--- config.mk ---
export PLATFORM = sky130hd
export DESIGN_NAME = three_byte_sequence_finder_core
export DESIGN_NICKNAME = d
export VERILOG_FILES = /design/src/hdl/tbsf_pkg.sv /design/src/hdl/tbsf_lane.sv /design/src/hdl/tbsf_merge.sv /design/src/hdl/tbsf_out_buf.sv /design/src/hdl/three_byte_sequence_finder_core.sv
export VERILOG_INCLUDE_DIRS = /design/src /design/src/hdl
export SDC_FILE = /design/constraint.sdc
export NUM_CORES = 1
export LEC_CHECK = 0
export ABC_AREA = 1
export BUFFER_PORTS_ARGS = -buffer_cell sky130_fd_sc_hd__buf_2
export CAP_MARGIN = 30
export CORE_ASPECT_RATIO = 0.8
export CORE_MARGIN = 4
export CORE_UTILIZATION = 38
export CTS_CLUSTER_DIAMETER = 100
export DETAILED_ROUTE_END_ITERATION = 10
export PLACE_DENSITY_LB_ADDON = 0.05
export RECOVER_POWER = 100
export SETUP_SLACK_MARGIN = 0.05
export SYNTH_ARGS = -nofsm -noshare
export SYNTH_HDL_FRONTEND = slang
export SYNTH_HIERARCHICAL = 1
export SYNTH_SLANG_ARGS = --single-unit
export TNS_END_PERCENT = 5
--- constraint.sdc ---
create_clock -name clk -period 10 [get_ports clk]
set_input_delay 0 -clock clk [delete_from_list [all_inputs] [get_ports clk]]
set_output_delay 0 -clock clk [all_outputs]
set_load 0.01 [all_outputs]
--- src/hdl/three_byte_sequence_finder_core_defines.svh ---
// Assertion macros shared by the finder RTL.
`ifndef THREE_BYTE_SEQUENCE_FINDER_CORE_DEFINES_SVH
`define THREE_BYTE_SEQUENCE_FINDER_CORE_DEFINES_SVH

// Same-cycle implication, disabled while in reset.
`define TBSF_ASSERT_IMPL(lbl, ck, rn, ante, cons) \
    lbl: assert property (@(posedge ck) disable iff (!rn) (ante) |-> (cons)) \
        else $error("tbsf: same-cycle check failed");

// Next-cycle implication, disabled while in reset.
`define TBSF_ASSERT_NEXT(lbl, ck, rn, ante, cons) \
    lbl: assert property (@(posedge ck) disable iff (!rn) (ante) |=> (cons)) \
        else $error("tbsf: next-cycle check failed");

`endif

--- src/hdl/tbsf_pkg.sv ---
`default_nettype none

package tbsf_pkg;

    localparam int BEAT_W      = 64;
    localparam int BEAT_LANES  = 8;
    localparam int COUNT_W     = 4;
    localparam int OFFSET_OUT_W = 32;
    localparam int CFG_IDX_W   = 2;
    localparam int CFG_DATA_W  = 8;

    // register indexes
    localparam logic [CFG_IDX_W-1:0] REG_FIRST_BYTE  = 2'd0;
    localparam logic [CFG_IDX_W-1:0] REG_SECOND_BYTE = 2'd1;
    localparam logic [CFG_IDX_W-1:0] REG_THIRD_BYTE  = 2'd2;

    typedef struct packed {
        logic [7:0] first_byte;
        logic [7:0] second_byte;
        logic [7:0] third_byte;
    } pattern_t;

    typedef struct packed {
        logic                    found;
        logic [OFFSET_OUT_W-1:0] match_offset;
    } result_t;

endpackage

`default_nettype wire

--- src/hdl/tbsf_lane.sv ---
`default_nettype none

// One compare lane: does the three-byte window ending at this lane match.
module tbsf_lane
(
    input  wire logic              lane_en,
    input  wire logic [7:0]        older_byte,
    input  wire logic [7:0]        newer_byte,
    input  wire logic [7:0]        cur_byte,
    input  wire tbsf_pkg::pattern_t pattern,
    output logic                   hit
);

    assign hit = lane_en
               && (older_byte == pattern.first_byte)
               && (newer_byte == pattern.second_byte)
               && (cur_byte   == pattern.third_byte);

endmodule

`default_nettype wire

--- src/hdl/tbsf_merge.sv ---
`default_nettype none

// Picks the earliest lane hit and turns it into a saturated start offset.
module tbsf_merge
#(
    parameter int BYTES_PER_BEAT = 8,
    parameter int OFFSET_BITS    = 32
)
(
    input  wire logic [BYTES_PER_BEAT-1:0] lane_hit,
    input  wire logic                      match_seen,
    input  wire logic [OFFSET_BITS-1:0]    byte_position,
    output logic                           new_hit,
    output logic [OFFSET_BITS-1:0]         new_offset
);

    localparam int IDX_W = $clog2(BYTES_PER_BEAT + 1);

    logic [IDX_W-1:0]       hit_idx;
    logic [OFFSET_BITS:0]   pos_sum;
    logic [OFFSET_BITS-1:0] third_pos;

    // lowest lane wins
    always_comb
    begin
        hit_idx = '0;
        for (int k = BYTES_PER_BEAT - 1; k >= 0; k--)
        begin
            if (lane_hit[k])
            begin
                hit_idx = IDX_W'(k);
            end
        end
    end

    assign new_hit = (|lane_hit) && !match_seen;

    // position of the third byte, held at the top of the range
    assign pos_sum    = {1'b0, byte_position} + (OFFSET_BITS + 1)'(hit_idx);
    assign third_pos  = pos_sum[OFFSET_BITS] ? {OFFSET_BITS{1'b1}}
                                             : pos_sum[OFFSET_BITS-1:0];
    assign new_offset = third_pos - OFFSET_BITS'(2);

endmodule

`default_nettype wire

--- src/hdl/tbsf_out_buf.sv ---
`default_nettype none

`include "three_byte_sequence_finder_core_defines.svh"

// Output register plus one skid entry; busy only when both are held.
module tbsf_out_buf
(
    input  wire logic              clk,
    input  wire logic              rst_n,
    input  wire logic              push,
    input  wire tbsf_pkg::result_t push_data,
    output logic                   busy,
    output logic                   out_valid,
    output tbsf_pkg::result_t      out_data,
    input  wire logic              out_stall
);

    logic              out_valid_reg, out_valid_next;
    logic              skid_valid_reg, skid_valid_next;
    tbsf_pkg::result_t out_data_reg, out_data_next;
    tbsf_pkg::result_t skid_data_reg, skid_data_next;
    logic              out_free;

    assign out_free = !out_valid_reg || !out_stall;

    always_comb
    begin
        out_valid_next  = out_valid_reg;
        out_data_next   = out_data_reg;
        skid_valid_next = skid_valid_reg;
        skid_data_next  = skid_data_reg;
        if (out_free)
        begin
            if (skid_valid_reg)
            begin
                out_valid_next  = 1'b1;
                out_data_next   = skid_data_reg;
                skid_valid_next = push;
                skid_data_next  = push_data;
            end
            else
            begin
                out_valid_next = push;
                out_data_next  = push_data;
            end
        end
        else if (push)
        begin
            skid_valid_next = 1'b1;
            skid_data_next  = push_data;
        end
    end

    always_ff @(posedge clk or negedge rst_n)
    begin
        if (!rst_n)
        begin
            out_valid_reg  <= 1'b0;
            skid_valid_reg <= 1'b0;
        end
        else
        begin
            out_valid_reg  <= out_valid_next;
            skid_valid_reg <= skid_valid_next;
        end
    end

    always_ff @(posedge clk)
    begin
        out_data_reg  <= out_data_next;
        skid_data_reg <= skid_data_next;
    end

    assign busy      = skid_valid_reg;
    assign out_valid = out_valid_reg;
    assign out_data  = out_data_reg;

    `TBSF_ASSERT_IMPL(a_skid_behind_out, clk, rst_n, skid_valid_reg, out_valid_reg)
    `TBSF_ASSERT_NEXT(a_held_beat_kept, clk, rst_n, out_valid_reg && out_stall, out_valid_reg)

endmodule

`default_nettype wire

--- src/hdl/three_byte_sequence_finder_core.sv ---
`default_nettype none

`include "three_byte_sequence_finder_core_defines.svh"

// Three-byte pattern finder. Scans a byte string that arrives as beats of up to
// BYTES_PER_BEAT bytes (earliest byte in beat_bytes[7:0], valid_count bytes used
// from the low end, last_beat closing the string) for the first place where
// first_byte, second_byte, third_byte occur in order, including matches that
// straddle beats. One beat is taken every cycle while in_stall is low: every
// lane compares its window at once and the merge picks the earliest hit, so the
// position and history update is the only loop. Beats without last_beat give
// no result; a last beat gives one result (found, match_offset), registered
// into the output register, or into the skid entry when an older result waits.
// match_offset is the start of the first match and zero when nothing was found;
// strings shorter than three bytes give not found. The position saturates at
// 2^OFFSET_BITS-1. A two-entry output buffer lets beats keep flowing while a
// result waits; in_stall rises only when both entries hold results. Pattern
// registers are written through cfg_we, cfg_index, cfg_wdata and should change only between strings.
module three_byte_sequence_finder_core
#(
    parameter int BYTES_PER_BEAT = 8,
    parameter int OFFSET_BITS    = 32
)
(
    input  wire logic                                clk,
    input  wire logic                                rst_n,
    // configuration writes
    input  wire logic                                cfg_we,
    input  wire logic [tbsf_pkg::CFG_IDX_W-1:0]      cfg_index,
    input  wire logic [tbsf_pkg::CFG_DATA_W-1:0]     cfg_wdata,
    // input beats
    input  wire logic                                in_valid,
    output logic                                     in_stall,
    input  wire logic [tbsf_pkg::BEAT_W-1:0]         beat_bytes,
    input  wire logic [tbsf_pkg::COUNT_W-1:0]        valid_count,
    input  wire logic                                last_beat,
    // results
    output logic                                     out_valid,
    input  wire logic                                out_stall,
    output logic                                     found,
    output logic [tbsf_pkg::OFFSET_OUT_W-1:0]        match_offset
);

    localparam int CNT_W = $clog2(BYTES_PER_BEAT + 1);

    // pattern registers
    tbsf_pkg::pattern_t pattern_reg;

    // search state
    logic [15:0]            history_reg, history_next;
    logic [1:0]             hist_count_reg, hist_count_next;
    logic [OFFSET_BITS-1:0] position_reg, position_next;
    logic                   match_seen_reg, match_seen_next;
    logic [OFFSET_BITS-1:0] first_off_reg, first_off_next;

    logic                      in_fire;
    logic                      buf_busy;
    logic [CNT_W-1:0]          count_sat;
    logic [7:0]                ext_byte [BYTES_PER_BEAT+2];
    logic [BYTES_PER_BEAT-1:0] lane_en;
    logic [BYTES_PER_BEAT-1:0] lane_hit;
    logic                      new_hit;
    logic [OFFSET_BITS-1:0]    new_offset;
    logic [CNT_W:0]            hist_sum;
    logic [OFFSET_BITS:0]      pos_sum;
    logic [OFFSET_BITS-1:0]    off_full;
    tbsf_pkg::result_t         res;
    tbsf_pkg::result_t         out_res;

    assign in_fire  = in_valid && !buf_busy;
    assign in_stall = buf_busy;

    // counts above the lane count are clipped
    always_comb
    begin
        if ({1'b0, valid_count} > (tbsf_pkg::COUNT_W + 1)'(BYTES_PER_BEAT))
        begin
            count_sat = CNT_W'(BYTES_PER_BEAT);
        end
        else
        begin
            count_sat = CNT_W'(valid_count);
        end
    end

    // carried window: two history bytes, then this beat's lanes
    assign ext_byte[0] = history_reg[15:8];
    assign ext_byte[1] = history_reg[7:0];

    for (genvar k = 0; k < BYTES_PER_BEAT; k++)
    begin : g_lane
        localparam int NEED = (k >= 2) ? 0 : (2 - k);

        // lanes beyond the physical beat read as zero bytes
        if (k < tbsf_pkg::BEAT_LANES)
        begin : g_byte
            assign ext_byte[k+2] = beat_bytes[8*k +: 8];
        end
        else
        begin : g_zero
            assign ext_byte[k+2] = 8'h00;
        end

        // a window counts only if all three of its bytes exist
        assign lane_en[k] = (CNT_W'(k) < count_sat) && (hist_count_reg >= 2'(NEED));

        tbsf_lane u_lane
        (
            .lane_en    (lane_en[k]),
            .older_byte (ext_byte[k]),
            .newer_byte (ext_byte[k+1]),
            .cur_byte   (ext_byte[k+2]),
            .pattern    (pattern_reg),
            .hit        (lane_hit[k])
        );
    end

    tbsf_merge
    #(
        .BYTES_PER_BEAT (BYTES_PER_BEAT),
        .OFFSET_BITS    (OFFSET_BITS)
    )
    u_merge
    (
        .lane_hit      (lane_hit),
        .match_seen    (match_seen_reg),
        .byte_position (position_reg),
        .new_hit       (new_hit),
        .new_offset    (new_offset)
    );

    assign hist_sum = (CNT_W + 1)'(hist_count_reg) + (CNT_W + 1)'(count_sat);
    assign pos_sum  = {1'b0, position_reg} + (OFFSET_BITS + 1)'(count_sat);

    // next search state
    always_comb
    begin
        history_next = history_reg;
        for (int j = 0; j <= BYTES_PER_BEAT; j++)
        begin
            if (count_sat == CNT_W'(j))
            begin
                history_next = {ext_byte[j], ext_byte[j+1]};
            end
        end

        hist_count_next = (hist_sum >= (CNT_W + 1)'(2)) ? 2'd2 : hist_sum[1:0];
        position_next   = pos_sum[OFFSET_BITS] ? {OFFSET_BITS{1'b1}}
                                               : pos_sum[OFFSET_BITS-1:0];
        match_seen_next = match_seen_reg || new_hit;
        first_off_next  = new_hit ? new_offset : first_off_reg;

        // string closed: start over
        if (last_beat)
        begin
            history_next    = '0;
            hist_count_next = '0;
            position_next   = '0;
            match_seen_next = 1'b0;
            first_off_next  = '0;
        end
    end

    always_ff @(posedge clk or negedge rst_n)
    begin
        if (!rst_n)
        begin
            pattern_reg    <= '0;
            history_reg    <= '0;
            hist_count_reg <= '0;
            position_reg   <= '0;
            match_seen_reg <= 1'b0;
            first_off_reg  <= '0;
        end
        else
        begin
            if (cfg_we)
            begin
                case (cfg_index)
                    tbsf_pkg::REG_FIRST_BYTE:  pattern_reg.first_byte  <= cfg_wdata;
                    tbsf_pkg::REG_SECOND_BYTE: pattern_reg.second_byte <= cfg_wdata;
                    tbsf_pkg::REG_THIRD_BYTE:  pattern_reg.third_byte  <= cfg_wdata;
                    default:                   ; // unmapped index: dropped
                endcase
            end
            if (in_fire)
            begin
                history_reg    <= history_next;
                hist_count_reg <= hist_count_next;
                position_reg   <= position_next;
                match_seen_reg <= match_seen_next;
                first_off_reg  <= first_off_next;
            end
        end
    end

    // result of the closing beat
    assign off_full = match_seen_reg ? first_off_reg
                    : (new_hit ? new_offset : '0);

    if (OFFSET_BITS >= tbsf_pkg::OFFSET_OUT_W)
    begin : g_off_trunc
        assign res.match_offset = off_full[tbsf_pkg::OFFSET_OUT_W-1:0];
    end
    else
    begin : g_off_ext
        assign res.match_offset = {{(tbsf_pkg::OFFSET_OUT_W - OFFSET_BITS){1'b0}}, off_full};
    end

    assign res.found = match_seen_reg || new_hit;

    tbsf_out_buf u_out_buf
    (
        .clk       (clk),
        .rst_n     (rst_n),
        .push      (in_fire && last_beat),
        .push_data (res),
        .busy      (buf_busy),
        .out_valid (out_valid),
        .out_data  (out_res),
        .out_stall (out_stall)
    );

    assign found        = out_res.found;
    assign match_offset = out_res.match_offset;

    `TBSF_ASSERT_IMPL(a_hist_count_range, clk, rst_n, 1'b1, hist_count_reg != 2'd3)
    `TBSF_ASSERT_NEXT(a_last_clears_search, clk, rst_n, in_fire && last_beat, !match_seen_reg && (position_reg == '0))
    `TBSF_ASSERT_NEXT(a_last_gives_result, clk, rst_n, in_fire && last_beat, out_valid)
    `TBSF_ASSERT_IMPL(a_not_found_zero_offset, clk, rst_n, out_valid && !found, match_offset == '0)

endmodule

`default_nettype wire

# ---- Word level (Yosys, flattened, before mapping)
# Cells that the tools add are included.
dict set report totals {
  ramBits 0
  latch_bits 0
  n_memories 0
  inputBits 84
  out_inout_bits 35
  word_cells 154
  reg_bits 175
  romBits 0
}
dict set report op_classes {
  n_reduce_logical 52
  magnitude_cmp 13
  n_div 0
  shifts 0
  n_addsub 4
  bitwise 0
  n_mul 0
  n_mux 36
  n_eq_ne 35
}
# cell count
set ops {}
lappend ops {{2-to-1 mux 32 bit} 7}
lappend ops {{equality test 8 bit} 24}
lappend ops {{2-to-1 mux 16 bit} 9}
lappend ops {{2-to-1 mux 33 bit} 4}
lappend ops {{logical AND 1 bit} 35}
lappend ops {{adder 32 x 3 -> 33 bit} 1}
lappend ops {{adder 32 x 4 -> 33 bit} 1}
lappend ops {{subtractor 32 x 2 -> 32 bit, second input constant} 1}
lappend ops {{2-to-1 mux 3 bit} 8}
lappend ops {{equality test 4 x 3 -> 1 bit, second input constant} 4}
lappend ops {{< comparator 3 x 4 -> 1 bit, first input constant} 4}
lappend ops {{AND reduction 2 bit} 6}
lappend ops {{nonzero test 9 bit} 1}
lappend ops {{equality test 4 x 2 -> 1 bit, second input constant} 2}
lappend ops {{< comparator 1 x 4 -> 1 bit, first input constant} 2}
lappend ops {{< comparator 2 x 4 -> 1 bit, first input constant} 2}
lappend ops {{OR reduction 8 bit} 1}
lappend ops {{adder 2 x 4 -> 5 bit} 1}
lappend ops {{greater-or-equal comparator 5 x 2 -> 1 bit, second input constant} 1}
lappend ops {{2-to-1 mux 1 bit} 5}
lappend ops {{equality test 4 x 1 -> 1 bit, second input constant} 1}
lappend ops {{equality test 4 bit, second input constant} 1}
lappend ops {{greater-or-equal comparator 2 x 1 -> 1 bit, second input constant} 2}
lappend ops {{> comparator 4 bit, second input constant} 1}
lappend ops {{10 further kinds} 16}

# ---- Depth between registers and ports, before layout
dict set report depth {
  ltp_word 22
  depth_mapped 44
}

# ---- Modules after synthesis
# Netlist, hierarchy kept.
# mod cells_per_inst n_inst area_each_um2 seq_area_each_um2
set modules_own_cells {}
lappend modules_own_cells {three_byte_sequence_finder_core 1082 1 7153.1 2677.6}
lappend modules_own_cells {tbsf_lane 122 8 486.7 0.0}
lappend modules_own_cells {tbsf_out_buf 184 1 2549.9 2031.9}
lappend modules_own_cells {tbsf_merge 470 1 2431.1 0.0}

# ---- Worst setup path after synthesis
# No wires, ideal clock.
dict set report synth_timing {
  path_type {input to register}
  from {in valid_count[3] (netlist name)}
  to {reg u_out_buf.out_data_reg, in the netlist u_out_buf/out_data[23], data pin}
  stages 42
  setup_slack_ns 5.368
  path_buffers 2
  t_arrival_ns 4.379
  setup_time_ns 0.252
  path_cell_list {inv_2 > nand2_2 > nor2_4 > inv_1 > nor2_1 > inv_1 > nand2_1 > buf_2 > inv_1 > nor2_1 > nand2_1 > nor2_1 > nand3_1 > nor2_2 > inv_1 > a21oi_1 > nor2_1 > o21bai_1 > [6 not listed] > nor2_4 > nand2_4 > buf_2 > inv_1 > nor2_1 > ha_1 > inv_1 > nor2_1 > nand3_1 > nor2_1 > nand2_2 > nor2_4 > nand2_2 > xor2_1 > inv_1 > o22ai_1 > nand2_1 > nand2_1}
}
# item line
set synth_rtl {}
lappend synth_rtl {{start: declaration} three_byte_sequence_finder_core.sv:35} ;# input wire logic [tbsf_pkg::COUNT_W-1:0] valid_count,
lappend synth_rtl {{> comparator 4 bit} three_byte_sequence_finder_core.sv:76} ;# if ({1'b0, valid_count} > (tbsf_pkg::COUNT_W + 1)'(BYTES_PER_BEAT))
lappend synth_rtl {{2-to-1 mux 4 bit (*)} three_byte_sequence_finder_core.sv:76}
lappend synth_rtl {{< comparator 3 x 4 -> 1 bit (*)} three_byte_sequence_finder_core.sv:105} ;# assign lane_en[k] = (CNT_W'(k) < count_sat) && (hist_count_reg >= 2'(NEED));
lappend synth_rtl {{logical AND 1 bit (*)} three_byte_sequence_finder_core.sv:105}
lappend synth_rtl {{via lane_en[6]} three_byte_sequence_finder_core.sv:60} ;# logic [BYTES_PER_BEAT-1:0] lane_en;
lappend synth_rtl {{logical AND 1 bit (*)} tbsf_lane.sv:15} ;# && (older_byte == pattern.first_byte)
lappend synth_rtl {{logical AND 1 bit (*)} tbsf_lane.sv:16} ;# && (newer_byte == pattern.second_byte)
lappend synth_rtl {{logical AND 1 bit (*)} tbsf_lane.sv:17} ;# && (cur_byte == pattern.third_byte);
lappend synth_rtl {{via lane_hit[6]} three_byte_sequence_finder_core.sv:61} ;# logic [BYTES_PER_BEAT-1:0] lane_hit;
lappend synth_rtl {{[7 not listed]} -}
lappend synth_rtl {{adder 32 x 3 -> 33 bit (*)} tbsf_merge.sv:39} ;# assign pos_sum = {1'b0, byte_position} + (OFFSET_BITS + 1)'(hit_idx);
lappend synth_rtl {{2-to-1 mux 32 bit (*)} tbsf_merge.sv:40} ;# assign third_pos = pos_sum[OFFSET_BITS] ? {OFFSET_BITS{1'b1}}
lappend synth_rtl {{subtractor 32 x 2 -> 32 bit (*)} tbsf_merge.sv:42} ;# assign new_offset = third_pos - OFFSET_BITS'(2);
lappend synth_rtl {{via new_offset[23]} three_byte_sequence_finder_core.sv:63} ;# logic [OFFSET_BITS-1:0] new_offset;
lappend synth_rtl {{2-to-1 mux 32 bit (*)} three_byte_sequence_finder_core.sv:199} ;# : (new_hit ? new_offset : '0);
lappend synth_rtl {{2-to-1 mux 32 bit (*)} three_byte_sequence_finder_core.sv:198} ;# assign off_full = match_seen_reg ? first_off_reg
lappend synth_rtl {{via off_full[23]} three_byte_sequence_finder_core.sv:66} ;# logic [OFFSET_BITS-1:0] off_full;
lappend synth_rtl {{2-to-1 mux 33 bit (*)} tbsf_out_buf.sv:34} ;# if (skid_valid_reg)
lappend synth_rtl {{end signal: assignment} tbsf_out_buf.sv:70} ;# out_data_reg <= out_data_next;
lappend synth_rtl {{end: declaration} tbsf_out_buf.sv:20} ;# tbsf_pkg::result_t out_data_reg, out_data_next;
# Mark *: on every way through the listed nets, which the timed path passes. The rest lies on a longest branch.
# A chain may end at the register's enable or synchronous reset.

# ---- Final worst setup path
dict set report layout_timing {
  from {in valid_count[3] (netlist name)}
  to {reg u_out_buf.out_data_reg, in the netlist u_out_buf/out_data[31], data pin}
}
# item line
set layout_rtl {}
lappend layout_rtl {{> comparator 4 bit} three_byte_sequence_finder_core.sv:76}
lappend layout_rtl {{2-to-1 mux 4 bit (*)} three_byte_sequence_finder_core.sv:76}
lappend layout_rtl {{< comparator 3 x 4 -> 1 bit (*)} three_byte_sequence_finder_core.sv:105}
lappend layout_rtl {{logical AND 1 bit (*)} three_byte_sequence_finder_core.sv:105}
lappend layout_rtl {{logical AND 1 bit (*)} tbsf_lane.sv:15}
lappend layout_rtl {{logical AND 1 bit (*)} tbsf_lane.sv:16}
lappend layout_rtl {{logical AND 1 bit (*)} tbsf_lane.sv:17}
lappend layout_rtl {{via lane_hit[6]} three_byte_sequence_finder_core.sv:61}
lappend layout_rtl {{2-to-1 mux 3 bit (*) (7 in series)} tbsf_merge.sv:29} ;# if (lane_hit[k])
lappend layout_rtl {{adder 32 x 3 -> 33 bit (*)} tbsf_merge.sv:39}
lappend layout_rtl {{2-to-1 mux 32 bit (*)} tbsf_merge.sv:40}
lappend layout_rtl {{subtractor 32 x 2 -> 32 bit (*)} tbsf_merge.sv:42}
lappend layout_rtl {{via new_offset[31]} three_byte_sequence_finder_core.sv:63}
lappend layout_rtl {{2-to-1 mux 32 bit (*)} three_byte_sequence_finder_core.sv:199}
lappend layout_rtl {{2-to-1 mux 32 bit (*)} three_byte_sequence_finder_core.sv:198}
lappend layout_rtl {{via off_full[31]} three_byte_sequence_finder_core.sv:66}
lappend layout_rtl {{2-to-1 mux 33 bit (*)} tbsf_out_buf.sv:34}
# Marks and branches as above.

==> summary.md <==
| Metric | Value |
|---|---|
| Status | complete, but fails checks |
| Violated checks | max-capacitance violations, max-slew violations |
| Filler cells | 4618 |
| DRT Pass-1 Iters | 6 |
| DR vias | 16500 |
| GR Util All Layers | 0.255 |
| Finish-stage setup viols | 0 |
| Hold endpoint | history_reg[0]$_DFFE_PN0P_ |
| Number of synthesized flops with an enable pin | 66 |
| FF-to-FF Start | pattern_reg[9]$_DFFE_PN0P_ |
| Synth Register Bits | 175 |
| Die area | 45500 um2 |
| Total power | 2.39 mW |
| Initial Utilization | 0.384 |
| DP Wirelength | 43400 um |
| Area growth, synth to finish | 10.8% |
| DRT iter0 DRCs | 1563 |
| Synth Cell Area | 16000 um2 |
| Num rows | 67 |
| First-pass GRT wire length | 90100 um |
| Asr flop ratio synth | 0.623 |
| Mapped Nets | 2810 |
| Worst Min Path Start | beat_bytes[48] |
| Post-route ant nets | 0 |
| Critical Path AT | 7.73 ns |
| Hold Buf Count CTS | 10 |
| Max_cap viols | 9 |
| Peak supply drop | 0.106 mV |
| Setup ws final | 2.46 ns |
| Worst stage delay on the critical path | 0.67 ns |
| Final Cell Area | 17800 um2 |
| Synthesized instance count | 2712 |
| CTS clk-pin slew, worst paths | 0.08 ns |
| Core Area | 41700 um2 |
| Resize count post-CTS | 0 |
| Slew margin rel. | -1.24 |
| Slew Viols, Final | 311 |
| Setup bufs post-CTS | 0 |
| Root Buffer | clkbuf_16 |
| Drc violations | 0 |
| Hold Worst Slack | 0.0683 ns |
| Worst hold path class | in -> reg |
| Lkg Pwr | 9.77 nW |
| Commonest non-fill, non-tap cell in the layout | nand2_1 |
| Period utilization | 0.754 |
| Crit-path slowest cell | nand2_1 |
| Peak Freq | 133 MHz |
| R2R Setup Slk | 3.44 ns |
| Pre-CTS WS | 3.36 ns |
| Syn. warnings | 6 |
| Most frequent cells in the layout | 1075 x nand2_1, 548 x inv_1, 259 x nor2_1, 130 x nand3_1, 109 x dfrtp_1 |
| Worst Skew | 0.0152 ns |
| Skew-Pair Late Insertion Delay | 0.45 ns |
| Final Critical Period | 7.54 ns |
| H-tree depth | 4 |
| Largest cells by area after synthesis | nand2_1 25%, dfrtp_1 17%, inv_1 13% |
| Buffers added on ports | 118 |
| IO Pins | 119 |
| Die height | 192 um |
| Antenna violations before repair | 0 |
| Critical Path Fanout Max | 25 |
| Pwr/cell area | 134 nW/um2 |
| Routed wire length | 58100 um |
| CP Data Required Time | 10.20 ns |
| Clock buffer depth | 2 |
| Placed Instances | 3344 |
| Number of diodes | 0 |
| R2R Path End | u_out_buf/out_data[31]$_DFFE_PP_ |
| CP Launch Type | input port |
| Worst Hold Depth | 5 |
| Most used cell, CP | nor2_1 |
| Cts bufs inserted | 17 |
| RSZ-0062 raised after global routing | false |
| Nets | 2920 |
| Vias in the first global route | 15000 |
| Share of the synthesized area in the top cell type | 0.251 |
| Ys flop type | dfrtp_1 |
| Setup TNS | 0 ns |
| Die width | 238 um |
| Final number of hold-violating endpoints | 0 |
| Core Util, Final | 0.425 |
| Post-DR vias/cell | 4.87 |
| Sequential area share after synthesis | 0.294 |
| DP Area | 17200 um2 |
| Worst Max-Slew Pin Slew | 3.36 ns |
| Drt wl/cell | 17.2 um |
| Largest net degree at the start of global routing | 61 |
| Non-filler cells, final | 3387 |
| Setup Crit Path Kind | in -> reg |
| Reg2reg path depth | 37 |
| Setup crit end kind | register |
| Yosys top cell by area | nand2_1 |
| CTS tree | done |
| Remaining global-route overflow | 0 |
| Layout cell share with drive strength beyond 1 | 0.0818 |
| Mean cell area of the mapped netlist | 5.91 um2 |
| Distinct cells, synth | 50 |
| Clk sinks | 175 |
| Routability cong. | 0.975 |
-- synth_stat cells (2+ instances only) --
| master | instances |
|---|---|
| nor3_1 | 13 |
| nand2_4 | 5 |
| nor2_1 | 256 |
| dfrtp_1 | 109 |
| buf_2 | 16 |
| edfxtp_1 | 66 |
| nand2_1 | 1072 |
| or2_2 | 11 |
| nand3_1 | 128 |
| o21ai_2 | 2 |
| buf_4 | 8 |
| buf_6 | 5 |
| inv_2 | 7 |
| nor2_4 | 13 |
| xor2_1 | 26 |
| nand3b_1 | 7 |
| nand3_2 | 17 |
| inv_1 | 546 |
| or2_0 | 4 |
| or2_1 | 5 |
| buf_1 | 3 |
| a21oi_1 | 44 |
| nor4_1 | 2 |
| nand4_1 | 40 |
| xnor2_1 | 32 |
| clkbuf_1 | 24 |
| o21ai_0 | 69 |
| nor2_2 | 27 |
| ha_1 | 11 |
| o22ai_1 | 68 |
| o21ai_1 | 7 |
| o211ai_1 | 13 |
| fa_1 | 3 |
| nand2_2 | 32 |
| mux2i_1 | 6 |
-- layer usage --
metal  vias up  wire, um  GRT usage
li1       8451         -          -
met1      7524     31100      0.416
met2       485     22300      0.355
met3        38      4090     0.0382
met4         0       560     0.0418
met5         -         0          0
-- kinds of logic after synthesis --
group | count (synthesis) | share of synthesized area
AOI/OAI and AO/OA | 208 | 0.0735
xor gates and xnor gates | 58 | 0.0317
adders and majority gates | 14 | 0.0123
buffers and inverters | 613 | 0.151
DFF | 175 | 0.294
muxes | 6 | 0.00375
and+or+nand+nor | 1638 | 0.434
-- worst max-delay path by stage --
stage / startpoint / to / depth (start not counted)
after detailed placement: valid_count[3] / u_out_buf/out_data[31]$_DFFE_PP_ / 42
after floorplan: valid_count[3] / u_out_buf/out_data[23]$_DFFE_PP_ / 42
after CTS: valid_count[3] / u_out_buf/out_data[31]$_DFFE_PP_ / 42
after global placement: valid_count[3] / u_out_buf/out_data[31]$_DFFE_PP_ / 42
after global routing: valid_count[3] / u_out_buf/out_data[31]$_DFFE_PP_ / 42
final: valid_count[3] / u_out_buf/out_data[31]$_DFFE_PP_ / 42
-- worst max-delay path: cells and delay by family --
family,cells,cell delay [ns]
buffers and inverters,9,1.65
AOI/OAI and AO/OA,4,0.46
adders and majority gates,3,0.83
and+or+nand+nor,26,4.80
-- cell type report --
| class | instances | area, um2 | area share |
|---|---|---|---|
| multi-input cells | 1924 | 8860 | 0.499 |
| flip-flops and latches | 175 | 4710 | 0.265 |
| repair buffers | 149 | 782 | 0.0440 |
| clock inverters | 15 | 214 | 0.0120 |
| inverters | 555 | 2080 | 0.117 |
| clock buffers | 17 | 425 | 0.0239 |
| well taps | 552 | 691 | 0.0389 |
-- report_power, final --
part	internal [mW]	switching (mW)	leakage (nW)
combinational	0.254	0.495	7.31
sequential	0.804	0.113	2.15
clock	0.387	0.335	0.311
total	1.45	0.943	9.77
(Power assumes the default switching activity.)
